### src/design/pal_pkg.sv
`timescale 1ns / 1ps

package pal_pkg;

    // list geometry
    localparam int CAPACITY = 64;
    localparam int ADDR_W   = (CAPACITY > 1) ? $clog2(CAPACITY) : 1;
    localparam int LEN_W    = $clog2(CAPACITY + 1);

    // fixed field widths of the channels
    localparam int ACT_W  = 3;
    localparam int POS_W  = 7;
    localparam int DATA_W = 32;
    localparam int STS_W  = 2;

    // width used for position against length compares
    localparam int WIDE_W = ((LEN_W > POS_W) ? LEN_W : POS_W) + 1;

    // action codes
    localparam logic [ACT_W-1:0] ACT_CLEAR  = 3'd0;
    localparam logic [ACT_W-1:0] ACT_INSERT = 3'd1;
    localparam logic [ACT_W-1:0] ACT_DELETE = 3'd2;
    localparam logic [ACT_W-1:0] ACT_GET    = 3'd3;
    localparam logic [ACT_W-1:0] ACT_LOCATE = 3'd4;
    localparam logic [ACT_W-1:0] ACT_APPEND = 3'd5;

    // status codes
    localparam logic [STS_W-1:0] ST_OK    = 2'd0;
    localparam logic [STS_W-1:0] ST_EMPTY = 2'd1;
    localparam logic [STS_W-1:0] ST_RANGE = 2'd2;
    localparam logic [STS_W-1:0] ST_FULL  = 2'd3;

endpackage

### src/design/pal_if.sv
`timescale 1ns / 1ps

// request channel
interface pal_req_if
    import pal_pkg::*;
();
    logic                     valid;
    logic                     ready;
    logic [ACT_W-1:0]         action;
    logic [POS_W-1:0]         position;
    logic signed [DATA_W-1:0] value;

    modport source (output valid, output action, output position, output value,
                    input ready);
    modport sink   (input valid, input action, input position, input value,
                    output ready);
endinterface

// response channel
interface pal_rsp_if
    import pal_pkg::*;
();
    logic                     valid;
    logic                     ready;
    logic [STS_W-1:0]         status;
    logic signed [DATA_W-1:0] element;
    logic [POS_W-1:0]         found_position;
    logic [POS_W-1:0]         count;

    modport source (output valid, output status, output element,
                    output found_position, output count, input ready);
    modport sink   (input valid, input status, input element,
                    input found_position, input count, output ready);
endinterface

### src/design/positional_array_list_core.sv
`timescale 1ns / 1ps

// Positional array list: an ordered list of up to CAPACITY signed 32-bit values
// held in one synchronous memory (one read and one write port, registered
// read), plus a length register.
// Channels: req carries action, position and value; rsp returns status,
// element, found_position and count, one response transaction per request.
// Both use valid/ready; a transaction moves when valid and ready are high.
// One request is worked on at a time; req.ready is high only while idle.
// Clear, rejected requests and undefined actions go straight to the done state;
// get reads one entry; insert and delete move the entries from the position
// to the tail, one entry moved per cycle through the memory port; locate and
// append compare one entry per cycle, starting at the head.
// The response sits in an output register; a new request may be accepted
// while it waits, but the next response is held back until rsp.ready frees it.
// Reset empties the list at once; memory contents are not cleared.

module positional_array_list_core
    import pal_pkg::*;
(
    input  logic      clk,
    input  logic      rst_n,
    pal_req_if.sink   req,
    pal_rsp_if.source rsp
);

    typedef enum logic [10:0] {
        S_IDLE  = 11'b000_0000_0001,
        S_SHUP  = 11'b000_0000_0010,
        S_SHUPL = 11'b000_0000_0100,
        S_INSW  = 11'b000_0000_1000,
        S_SHDN  = 11'b000_0001_0000,
        S_SHDNL = 11'b000_0010_0000,
        S_GETR  = 11'b000_0100_0000,
        S_GETW  = 11'b000_1000_0000,
        S_SCAN  = 11'b001_0000_0000,
        S_SCANL = 11'b010_0000_0000,
        S_DONE  = 11'b100_0000_0000
    } state_t;

    state_t                   state_reg, state_next;
    logic [LEN_W-1:0]         used_reg, used_next;
    logic [ADDR_W-1:0]        idx_reg, idx_next;
    logic [ADDR_W-1:0]        pidx_reg, pidx_next;
    logic                     pend_reg, pend_next;
    logic [ADDR_W-1:0]        pos0_reg, pos0_next;
    logic signed [DATA_W-1:0] value_reg, value_next;
    logic                     append_reg, append_next;
    logic [STS_W-1:0]         res_status_reg, res_status_next;
    logic signed [DATA_W-1:0] res_elem_reg, res_elem_next;
    logic [POS_W-1:0]         res_found_reg, res_found_next;
    logic                     out_valid_reg, out_valid_next;
    logic [STS_W-1:0]         out_status_reg, out_status_next;
    logic signed [DATA_W-1:0] out_elem_reg, out_elem_next;
    logic [POS_W-1:0]         out_found_reg, out_found_next;
    logic [POS_W-1:0]         out_count_reg, out_count_next;

    // list storage
    logic signed [DATA_W-1:0] mem [CAPACITY];
    logic signed [DATA_W-1:0] rd_data_reg;
    logic                     mem_we;
    logic [ADDR_W-1:0]        mem_wa;
    logic signed [DATA_W-1:0] mem_wd;

    logic [WIDE_W-1:0] pos_w;
    logic [WIDE_W-1:0] used_w;
    logic [ADDR_W-1:0] last_idx;
    logic [ADDR_W-1:0] req_pos0;
    logic [POS_W-1:0]  pidx_found;
    logic              accept;
    logic              out_free;

    assign pos_w      = WIDE_W'(req.position);
    assign used_w     = WIDE_W'(used_reg);
    assign last_idx   = ADDR_W'(used_reg - 1'b1);
    assign req_pos0   = ADDR_W'(req.position - 1'b1);
    assign pidx_found = POS_W'(LEN_W'(pidx_reg) + 1'b1);
    assign accept     = req.valid && req.ready;
    assign out_free   = !out_valid_reg || rsp.ready;

    assign req.ready          = (state_reg == S_IDLE);
    assign rsp.valid          = out_valid_reg;
    assign rsp.status         = out_status_reg;
    assign rsp.element        = out_elem_reg;
    assign rsp.found_position = out_found_reg;
    assign rsp.count          = out_count_reg;

    // memory: registered read from the walk index, one write a cycle
    always_ff @(posedge clk)
    begin
        rd_data_reg <= mem[idx_reg];
        if (mem_we)
        begin
            mem[mem_wa] <= mem_wd;
        end
    end

    // write port selection
    always_comb
    begin
        mem_we = 1'b0;
        mem_wa = pos0_reg;
        mem_wd = rd_data_reg;
        case (state_reg)
            S_SHUP, S_SHUPL:
            begin
                mem_we = pend_reg;
                mem_wa = pidx_reg + 1'b1;
            end
            S_SHDN, S_SHDNL:
            begin
                mem_we = pend_reg && (pidx_reg != pos0_reg);
                mem_wa = pidx_reg - 1'b1;
            end
            S_INSW:
            begin
                mem_we = 1'b1;
                mem_wd = value_reg;
            end
            default:
            begin
                mem_we = 1'b0;
            end
        endcase
    end

    // control sequencer
    always_comb
    begin
        state_next      = state_reg;
        used_next       = used_reg;
        idx_next        = idx_reg;
        pidx_next       = pidx_reg;
        pend_next       = pend_reg;
        pos0_next       = pos0_reg;
        value_next      = value_reg;
        append_next     = append_reg;
        res_status_next = res_status_reg;
        res_elem_next   = res_elem_reg;
        res_found_next  = res_found_reg;
        out_valid_next  = out_valid_reg && !rsp.ready;
        out_status_next = out_status_reg;
        out_elem_next   = out_elem_reg;
        out_found_next  = out_found_reg;
        out_count_next  = out_count_reg;

        case (state_reg)
            S_IDLE:
            begin
                if (accept)
                begin
                    value_next      = req.value;
                    append_next     = (req.action == ACT_APPEND);
                    res_status_next = ST_OK;
                    res_elem_next   = '0;
                    res_found_next  = '0;
                    pend_next       = 1'b0;
                    state_next      = S_DONE;
                    case (req.action)
                        ACT_CLEAR:
                        begin
                            used_next = '0;
                        end
                        ACT_INSERT:
                        begin
                            pos0_next = req_pos0;
                            if (used_reg == LEN_W'(CAPACITY))
                            begin
                                res_status_next = ST_FULL;
                            end
                            else if (pos_w == '0 || pos_w > used_w + 1'b1)
                            begin
                                res_status_next = ST_RANGE;
                            end
                            else if (pos_w <= used_w)
                            begin
                                idx_next   = last_idx;
                                state_next = S_SHUP;
                            end
                            else
                            begin
                                state_next = S_INSW;
                            end
                        end
                        ACT_DELETE, ACT_GET:
                        begin
                            pos0_next = req_pos0;
                            idx_next  = req_pos0;
                            if (used_reg == '0)
                            begin
                                res_status_next = ST_EMPTY;
                            end
                            else if (pos_w == '0 || pos_w > used_w)
                            begin
                                res_status_next = ST_RANGE;
                            end
                            else if (req.action == ACT_DELETE)
                            begin
                                state_next = S_SHDN;
                            end
                            else
                            begin
                                state_next = S_GETR;
                            end
                        end
                        ACT_LOCATE, ACT_APPEND:
                        begin
                            idx_next = '0;
                            if (used_reg != '0)
                            begin
                                state_next = S_SCAN;
                            end
                            else if (req.action == ACT_APPEND)
                            begin
                                pos0_next  = '0;
                                state_next = S_INSW;
                            end
                        end
                        default:
                        begin
                            state_next = S_DONE;
                        end
                    endcase
                end
            end

            // move entries up, from the tail down to the insert point
            S_SHUP:
            begin
                pend_next = 1'b1;
                pidx_next = idx_reg;
                if (idx_reg == pos0_reg)
                begin
                    state_next = S_SHUPL;
                end
                else
                begin
                    idx_next = idx_reg - 1'b1;
                end
            end
            S_SHUPL:
            begin
                pend_next  = 1'b0;
                state_next = S_INSW;
            end

            // write the new entry
            S_INSW:
            begin
                used_next      = used_reg + 1'b1;
                res_found_next = '0;
                state_next     = S_DONE;
            end

            // capture the removed entry, then move later entries down
            S_SHDN:
            begin
                if (pend_reg && pidx_reg == pos0_reg)
                begin
                    res_elem_next = rd_data_reg;
                end
                pend_next = 1'b1;
                pidx_next = idx_reg;
                if (idx_reg == last_idx)
                begin
                    state_next = S_SHDNL;
                end
                else
                begin
                    idx_next = idx_reg + 1'b1;
                end
            end
            S_SHDNL:
            begin
                if (pidx_reg == pos0_reg)
                begin
                    res_elem_next = rd_data_reg;
                end
                pend_next  = 1'b0;
                used_next  = used_reg - 1'b1;
                state_next = S_DONE;
            end

            // single read
            S_GETR:
            begin
                state_next = S_GETW;
            end
            S_GETW:
            begin
                res_elem_next = rd_data_reg;
                state_next    = S_DONE;
            end

            // linear search from the head
            S_SCAN:
            begin
                if (pend_reg && rd_data_reg == value_reg)
                begin
                    res_found_next = pidx_found;
                    pend_next      = 1'b0;
                    state_next     = S_DONE;
                end
                else
                begin
                    pend_next = 1'b1;
                    pidx_next = idx_reg;
                    if (idx_reg == last_idx)
                    begin
                        state_next = S_SCANL;
                    end
                    else
                    begin
                        idx_next = idx_reg + 1'b1;
                    end
                end
            end
            S_SCANL:
            begin
                pend_next = 1'b0;
                if (rd_data_reg == value_reg)
                begin
                    res_found_next = pidx_found;
                    state_next     = S_DONE;
                end
                else if (!append_reg)
                begin
                    state_next = S_DONE;
                end
                else if (used_reg == LEN_W'(CAPACITY))
                begin
                    res_status_next = ST_FULL;
                    state_next      = S_DONE;
                end
                else
                begin
                    pos0_next  = ADDR_W'(used_reg);
                    state_next = S_INSW;
                end
            end

            // hand the result to the output register
            S_DONE:
            begin
                if (out_free)
                begin
                    out_valid_next  = 1'b1;
                    out_status_next = res_status_reg;
                    out_elem_next   = res_elem_reg;
                    out_found_next  = res_found_reg;
                    out_count_next  = POS_W'(used_reg);
                    state_next      = S_IDLE;
                end
            end

            default:
            begin
                state_next = S_IDLE;
            end
        endcase
    end

    // control registers
    always_ff @(posedge clk or negedge rst_n)
    begin
        if (!rst_n)
        begin
            state_reg     <= S_IDLE;
            used_reg      <= '0;
            pend_reg      <= 1'b0;
            out_valid_reg <= 1'b0;
        end
        else
        begin
            state_reg     <= state_next;
            used_reg      <= used_next;
            pend_reg      <= pend_next;
            out_valid_reg <= out_valid_next;
        end
    end

    // payload registers
    always_ff @(posedge clk)
    begin
        idx_reg        <= idx_next;
        pidx_reg       <= pidx_next;
        pos0_reg       <= pos0_next;
        value_reg      <= value_next;
        append_reg     <= append_next;
        res_status_reg <= res_status_next;
        res_elem_reg   <= res_elem_next;
        res_found_reg  <= res_found_next;
        out_status_reg <= out_status_next;
        out_elem_reg   <= out_elem_next;
        out_found_reg  <= out_found_next;
        out_count_reg  <= out_count_next;
    end

endmodule

### src/flat_wrapper.sv
// flat-port wrapper written by rule: the top's interface ports become plain ports
module positional_array_list_core_flat import pal_pkg::*;
  (clk, rst_n, req_valid, req_action, req_position, req_value, req_ready, rsp_valid, rsp_status, rsp_element, rsp_found_position, rsp_count, rsp_ready);
  pal_req_if req_i ();
  pal_rsp_if rsp_i ();
  input  logic clk;
  input  logic rst_n;
  input wire logic [$bits(req_i.valid)-1:0] req_valid;
  input wire logic [$bits(req_i.action)-1:0] req_action;
  input wire logic [$bits(req_i.position)-1:0] req_position;
  input wire logic [$bits(req_i.value)-1:0] req_value;
  output wire logic [$bits(req_i.ready)-1:0] req_ready;
  output wire logic [$bits(rsp_i.valid)-1:0] rsp_valid;
  output wire logic [$bits(rsp_i.status)-1:0] rsp_status;
  output wire logic [$bits(rsp_i.element)-1:0] rsp_element;
  output wire logic [$bits(rsp_i.found_position)-1:0] rsp_found_position;
  output wire logic [$bits(rsp_i.count)-1:0] rsp_count;
  input wire logic [$bits(rsp_i.ready)-1:0] rsp_ready;
  assign req_i.valid = req_valid;
  assign req_i.action = req_action;
  assign req_i.position = req_position;
  assign req_i.value = req_value;
  assign req_ready = req_i.ready;
  assign rsp_valid = rsp_i.valid;
  assign rsp_status = rsp_i.status;
  assign rsp_element = rsp_i.element;
  assign rsp_found_position = rsp_i.found_position;
  assign rsp_count = rsp_i.count;
  assign rsp_i.ready = rsp_ready;
  positional_array_list_core u_core (.clk(clk), .rst_n(rst_n), .req(req_i), .rsp(rsp_i));
endmodule
### config.mk
export PLATFORM = sky130hd
export DESIGN_NAME = positional_array_list_core_flat
export DESIGN_NICKNAME = d
export VERILOG_FILES = /design/src/design/pal_pkg.sv /design/src/design/pal_if.sv /design/src/design/positional_array_list_core.sv /design/src/flat_wrapper.sv
export SDC_FILE = /design/constraint.sdc
export NUM_CORES = 2
export LEC_CHECK = 0
export BUFFER_PORTS_ARGS = -buffer_cell sky130_fd_sc_hd__buf_2
export CAP_MARGIN = 20
export CORE_ASPECT_RATIO = 1.25
export CORE_MARGIN = 8
export CORE_UTILIZATION = 45
export CTS_CLUSTER_DIAMETER = 120
export DETAILED_ROUTE_END_ITERATION = 16
export HOLD_SLACK_MARGIN = 0.12
export PLACE_DENSITY = 0.63
export SYNTH_ARGS = -nofsm -noshare
export SYNTH_HDL_FRONTEND = slang
export SYNTH_SLANG_ARGS = --single-unit
### constraint.sdc
create_clock -name clk -period 13.2 [get_ports clk]
set_input_delay 0.66 -clock clk [delete_from_list [all_inputs] [get_ports clk]]
set_output_delay 0.66 -clock clk [all_outputs]
set_load 0.02 [all_outputs]
Word-level counts from Yosys, hierarchy flattened --
Memories as Yosys holds them, arrays and structs flattened. A register that Yosys moved wholly into a read port is not among the register bits. Index checks and enable logic that the tools add are counted.
Cells by class: add/subtract/negate cells 9, order comparisons 3, eq/ne operators 45, multiplexer cells 69, reductions and logical operators 40
Operator list (number):
- $mux W11 | 15
- $mux W32 | 4
- $pmux W32 S4 | 1
- $pmux W11 S9 | 1
- $mux W6 | 14
- $pmux W6 S2 | 4
- $mux W7 | 6
- $pmux W11 S3 | 1
- $eq A32 B32 Y1 | 1
- $pmux W7 S4 | 1
- $pmux W6 S4 | 1
- $pmux W7 S3 | 1
- $eq A6 B6 Y1 | 3
- $ne A2 B1 Y1 const B | 9
- $ne A3 B3 Y1 const B | 6
- $pmux W6 S3 | 1
- $sub A6 B1 Y6 const B | 3
- $mux W2 | 8
- $reduce_and A8 Y1 | 2
- $reduce_bool A4 Y1 | 4
- $add A6 B1 Y6 const B | 2
- $ne A2 B2 Y1 const B | 6
- $eq A11 B1 Y1 const B | 1
- $eq A11 B10 Y1 const B | 1
- other kinds (43) | 70
Storage, ports and cells: register bits after elaboration 160, bits in writable memories 2048, output and inout bits 50, word-level logic and storage cells 183, memories kept 1
Memory list:
- u_core.mem | words 64, width 32, read ports 1, clocked after memory_dff 1, write ports 1, line positional_array_list_core.sv:59 | logic signed [DATA_W-1:0] mem [CAPACITY];

Depth between registers and ports, before layout --
depth after elaboration 8, mapped depth 14, mapped depth without buffers 13

Worst setup path before layout --
No wires, ideal clock.
kind register -> register, start register u_core.state_reg[7], end register u_core.res_elem_reg[0] (enable), library setup time 0.501 ns, arrival 4.818 ns, data required time 12.699 ns, setup slack 7.881 ns, cell stages (with the launch flop) 8, period minus slack after synthesis 5.319 ns, cell sequence dfrtp_1 > nor4_4 > nand4_1 > nor2_1 > or2_2 > clkbuf_1 > nor2_1 > nor4_1
On the way: word-level cells in the longest chain between the ends 4, elaborated cells on any way between the ends 10, classes of those cells eq/ne (7); reduce/logical (3)
RTL lines:
- start, declared | line positional_array_list_core.sv:41 | state_t state_reg, state_next;
- start signal, assigned | line positional_array_list_core.sv:375 | state_reg <= state_next;
- $eq A11 B1 Y1 | line positional_array_list_core.sv:81, positional_array_list_core.sv:147
- $logic_and A1 B1 Y1 | line positional_array_list_core.sv:78 | assign accept = req.valid && req.ready;
- $ne A2 B2 Y1 (no line)
- $reduce_and A4 Y1 (no line) (*)
- end signal, assigned | line positional_array_list_core.sv:391 | res_elem_reg <= res_elem_next;
- end, declared | line positional_array_list_core.sv:50 | logic signed [DATA_W-1:0] res_elem_reg, res_elem_next;
Every way passes the cells marked *; elsewhere a longest branch is shown, timed or not. A chain may end at the register's enable or synchronous reset.

Worst setup path in the final report --
start register u_core.state_reg[7], end memory u_core.mem[36][26] (enable)
On the way: word-level cells in the longest chain between the ends 5, elaborated cells on any way between the ends 11, classes of those cells eq/ne (5); mux (4); reduce/logical (2)
RTL lines:
- $eq A11 B5 Y1 (tied with other cells) | line positional_array_list_core.sv:104 | case (state_reg)
- $reduce_or A2 Y1 | line positional_array_list_core.sv:104
- $pmux W1 S3 | line positional_array_list_core.sv:104
- $mux W1 | line positional_array_list_core.sv:92 | if (mem_we)
- $mux W1 (not written as such) | line positional_array_list_core.sv:94 | mem[mem_wa] <= mem_wd;
- end, declared | line positional_array_list_core.sv:59
Parallel ways exist; a longest one is shown, timed or not.

==> results.py <==
metrics = {
    "routing": {
        "firstDrtPassIters": 7,
        "wl_met2_um": 101000,
        "met3_length_um": 14100,
        "wl_um": 203000,
        "highest_layer": "met5",
        "drtIter0Drc": 4258,
        "vias": 39700,
        "ant_nets": 0,
        "routedWlPerCell_um": 30.1,
        "drc": 0,
        "drt-met1-wl_um": 83300,
        "viasPerCell": 5.89,
    },
    "yosys": {
        "synth_top_flop_cell": "edfxtp_1",
        "synth-xor-area-share_pct": 0.785,
        "synth_warnings": 0,
        "syn_area_sq_mm": 0.0865,
        "ys_seq_area_share_pct": 77.3,
        "yosys.area.top_type": "edfxtp_1",
        "syn-num-nets": 3799,
        "synthArstFlopShare_pct": 0.893,
        "yosysUniqueCellTypes": 64,
        "yosys.area_share.adder_pct": 0.422,
        "synth_enable_flop_cells": 2188,
        "ys_seq_elements": 2240,
        "synth_top_family_by_area": "multiplexers",
        "synth_top_area_share_pct": 76.0,
        "syn_inst": 3725,
        "yosys-top-cells-area": "edfxtp_1, mux4_2, dfxtp_1",
        "synthSimpleGateAreaFrac_pct": 2.17,
        "muxShareOfSynthArea_pct": 17.6,
        "synth-compound-area-share_pct": 0.784,
        "avgSynthCellArea_sq_um": 23.2,
    },
    "timing": {
        "tightestPinTransition_ns": 1.14,
        "finalHoldViolations": 0,
        "slew_headroom_pct": 24.0,
        "rsz0062_at_grt": "false",
        "skew_ns": 0.0527,
        "clock.fmax_mhz": 187,
        "setup_viol": 0,
        "finalCritPeriodShare_pct": 40.4,
        "min_period_ns": 5.34,
        "fin_ws_ns": 7.86,
        "hold_ws_ns": 0.294,
        "tns_ns": 0,
        "drv_slew": 0,
    },
    "pwr": {
        "power.density_mw_per_mm2": 220,
        "peakVddDrop_v": 0.000192,
        "p_leak_nw": 30.7,
        "power_mw": 21.6,
    },
    "hold_path": {
        "min_path_cells": 3,
        "min_to": "u_core.rsp.valid",
        "hold_path.class": "in -> reg",
        "min_from": "rsp_ready",
    },
    "cts": {
        "cts_buffers": 214,
        "clk_pin_slew_ns": 0.06,
        "cts_buffer_depth": 3,
        "numClockSinks": 2240,
        "htreeDepth": 4,
        "cts_root_buf": "clkbuf_16",
        "tritoncts": "done",
        "post_cts_buffers": 0,
        "clkLatencyLatePin_ns": 0.86,
    },
    "run_status": {
        "outcome": "complete, no violations",
    },
    "global_route": {
        "grtUsageTotal_pct": 19.4,
        "grt_pass1_vias": 40300,
        "grt_pass1_wl_um": 294000,
        "grt_max_degree": 126,
        "antenna_found_initial": 6,
        "grt_overflow": 0,
    },
    "die": {
        "initial_core_util_pct": 45.1,
        "rows": 180,
        "ioPinCount": 96,
        "die_h_um": 506,
        "core_sq_mm": 0.192,
        "die_x_um": 408,
        "die_area_sq_mm": 0.207,
    },
    "cells_and_area": {
        "layout-area-overhead-vs-synth_pct": 13.7,
        "fin_area_sq_mm": 0.0984,
        "largest_reg_flops": 2048,
        "fill_cells": 14700,
        "nNetsFinal": 4093,
        "drive_gt1_share_pct": 30.7,
        "stdcell_count": 6751,
        "top_register": "u_core.mem",
        "final_core_util_pct": 51.3,
    },
    "setup_path": {
        "start_kind": "flop",
        "crit_fanout": 32,
        "endpoint_kind": "flop",
        "r2r_end": "u_core.mem[36][26]",
        "startpoint": "u_core.state_reg[7]",
        "cp.required_ns": 13.65,
        "reg2reg_from": "u_core.state_reg[7]",
        "worstSetupPathType": "reg -> reg",
        "rr_worst_depth": 10,
        "r2r_setup_slack_ns": 7.86,
        "worstPathArrival_ns": 5.79,
    },
    "placement": {
        "hpwl_um": 119000,
        "placed_area_sq_mm": 0.0910,
        "gp_congestion": 0.867,
        "post-place-ws_ns": 7.76,
        "io_buffers": 95,
        "place_inst": 6306,
    },
    "flow_run": {
        "cap_viol_max_count": 0,
    },
}
## critical path, stage by stage (launching register included)
cell     delay, ns
dfrtp_1       0.42
nor4_4        0.44
nand4_1       0.25
nor2_1        0.67
inv_1         0.14
fa_1          0.43
xnor2_1       0.31
nand3_1       0.11
o21ai_0       0.17
nand3_1       0.83
nor2_4        1.17
## worst max-delay path by stage
stage | end | slack, ns
floorplan | u_core.res_elem_reg[0] | 7.88
global placement | u_core.mem[34][3] | 7.86
detailed placement | u_core.mem[34][3] | 7.76
CTS | u_core.mem[34][13] | 7.74
global route | u_core.mem[60][14] | 7.46
finish | u_core.mem[36][26] | 7.86
## cells by family (layout without fill, tap and decap cells)
| logic type | count (synthesis) | after routing |
|---|---|---|
| mux | 679 | 679 |
| other cells | 0 | 1 |
| flops | 2240 | 2240 |
| simple gates | 393 | 393 |
| compound gates | 103 | 103 |
| fa+ha+maj | 28 | 28 |
| xor+xnor | 76 | 76 |
| buf+inv | 206 | 683 |
## synth_stat cells, types with 4 or more instances
| cell | n |
|---|---|
| a21o_1 | 5 |
| a21oi_1 | 26 |
| and2_1 | 36 |
| and3_1 | 6 |
| buf_1 | 37 |
| buf_2 | 51 |
| clkbuf_1 | 87 |
| dfrtp_1 | 19 |
| dfxtp_1 | 32 |
| edfxtp_1 | 2188 |
| ha_1 | 26 |
| inv_1 | 27 |
| mux2i_1 | 5 |
| mux4_2 | 672 |
| nand2_1 | 138 |
| nand2b_1 | 8 |
| nand3_1 | 23 |
| nand3b_1 | 6 |
| nand4_1 | 14 |
| nor2_1 | 103 |
| nor2b_1 | 8 |
| nor3_1 | 15 |
| nor4_1 | 9 |
| nor4b_1 | 4 |
| o211ai_1 | 5 |
| o21ai_0 | 20 |
| o221ai_1 | 4 |
| o22ai_1 | 6 |
| o31ai_1 | 7 |
| o41ai_1 | 4 |
| or2_2 | 7 |
| xnor2_1 | 57 |
| xor2_1 | 18 |
## layout by cell type (no fill, tap or decap), types with 26 or more instances in the layout
cell | synthesis | routed
edfxtp_1 | 2188 | 2188
mux4_2 | 672 | 672
clkbuf_16 | 0 | 215
nand2_1 | 138 | 120
buf_4 | 1 | 104
buf_2 | 51 | 95
nor2_4 | 0 | 64
clkbuf_1 | 87 | 58
xnor2_1 | 57 | 57
clkinv_1 | 0 | 44
clkinv_2 | 0 | 40
nor2_1 | 103 | 39
and2_1 | 36 | 36
dlygate4sd3_1 | 0 | 34
dfxtp_1 | 32 | 32
inv_1 | 27 | 27
a21oi_1 | 26 | 26
ha_1 | 26 | 26
## final cells by class
type | count | area (sq um) | area share [%]
diodes | 1 | 2.50 | 0.00254
clock buffers | 276 | 5640 | 5.73
clock inverters | 123 | 1170 | 1.19
inverters | 28 | 105 | 0.107
multi-input cells | 1279 | 19300 | 19.7
flip-flops and latches | 2240 | 66800 | 67.9
well taps | 2548 | 3190 | 3.24
repair buffers | 256 | 2080 | 2.11
## per-layer routing
layer | track usage [%] | up-vias
met2 | 31.7 | 1519
met5 | 0 | -
met1 | 27.0 | 21500
met3 | 3.71 | 271
li1 | - | 16400
met4 | 4.91 | 2
## what timing repair did
item / 4_1_cts / 5_1_grt
hold buffers: 34 / 0
hold endpoints to repair: 52 / 0
resized for setup: 0 / 0
## power breakdown
part | leakage (nW) | internal (mW) | switching, mW
clock network | 3.32 | 3.35 | 2.60
logic | 7.14 | 2.46 | 3.81
registers | 20.2 | 9.15 | 0.279
total | 30.7 | 15.0 | 6.69
(Power assumes the default switching activity.)
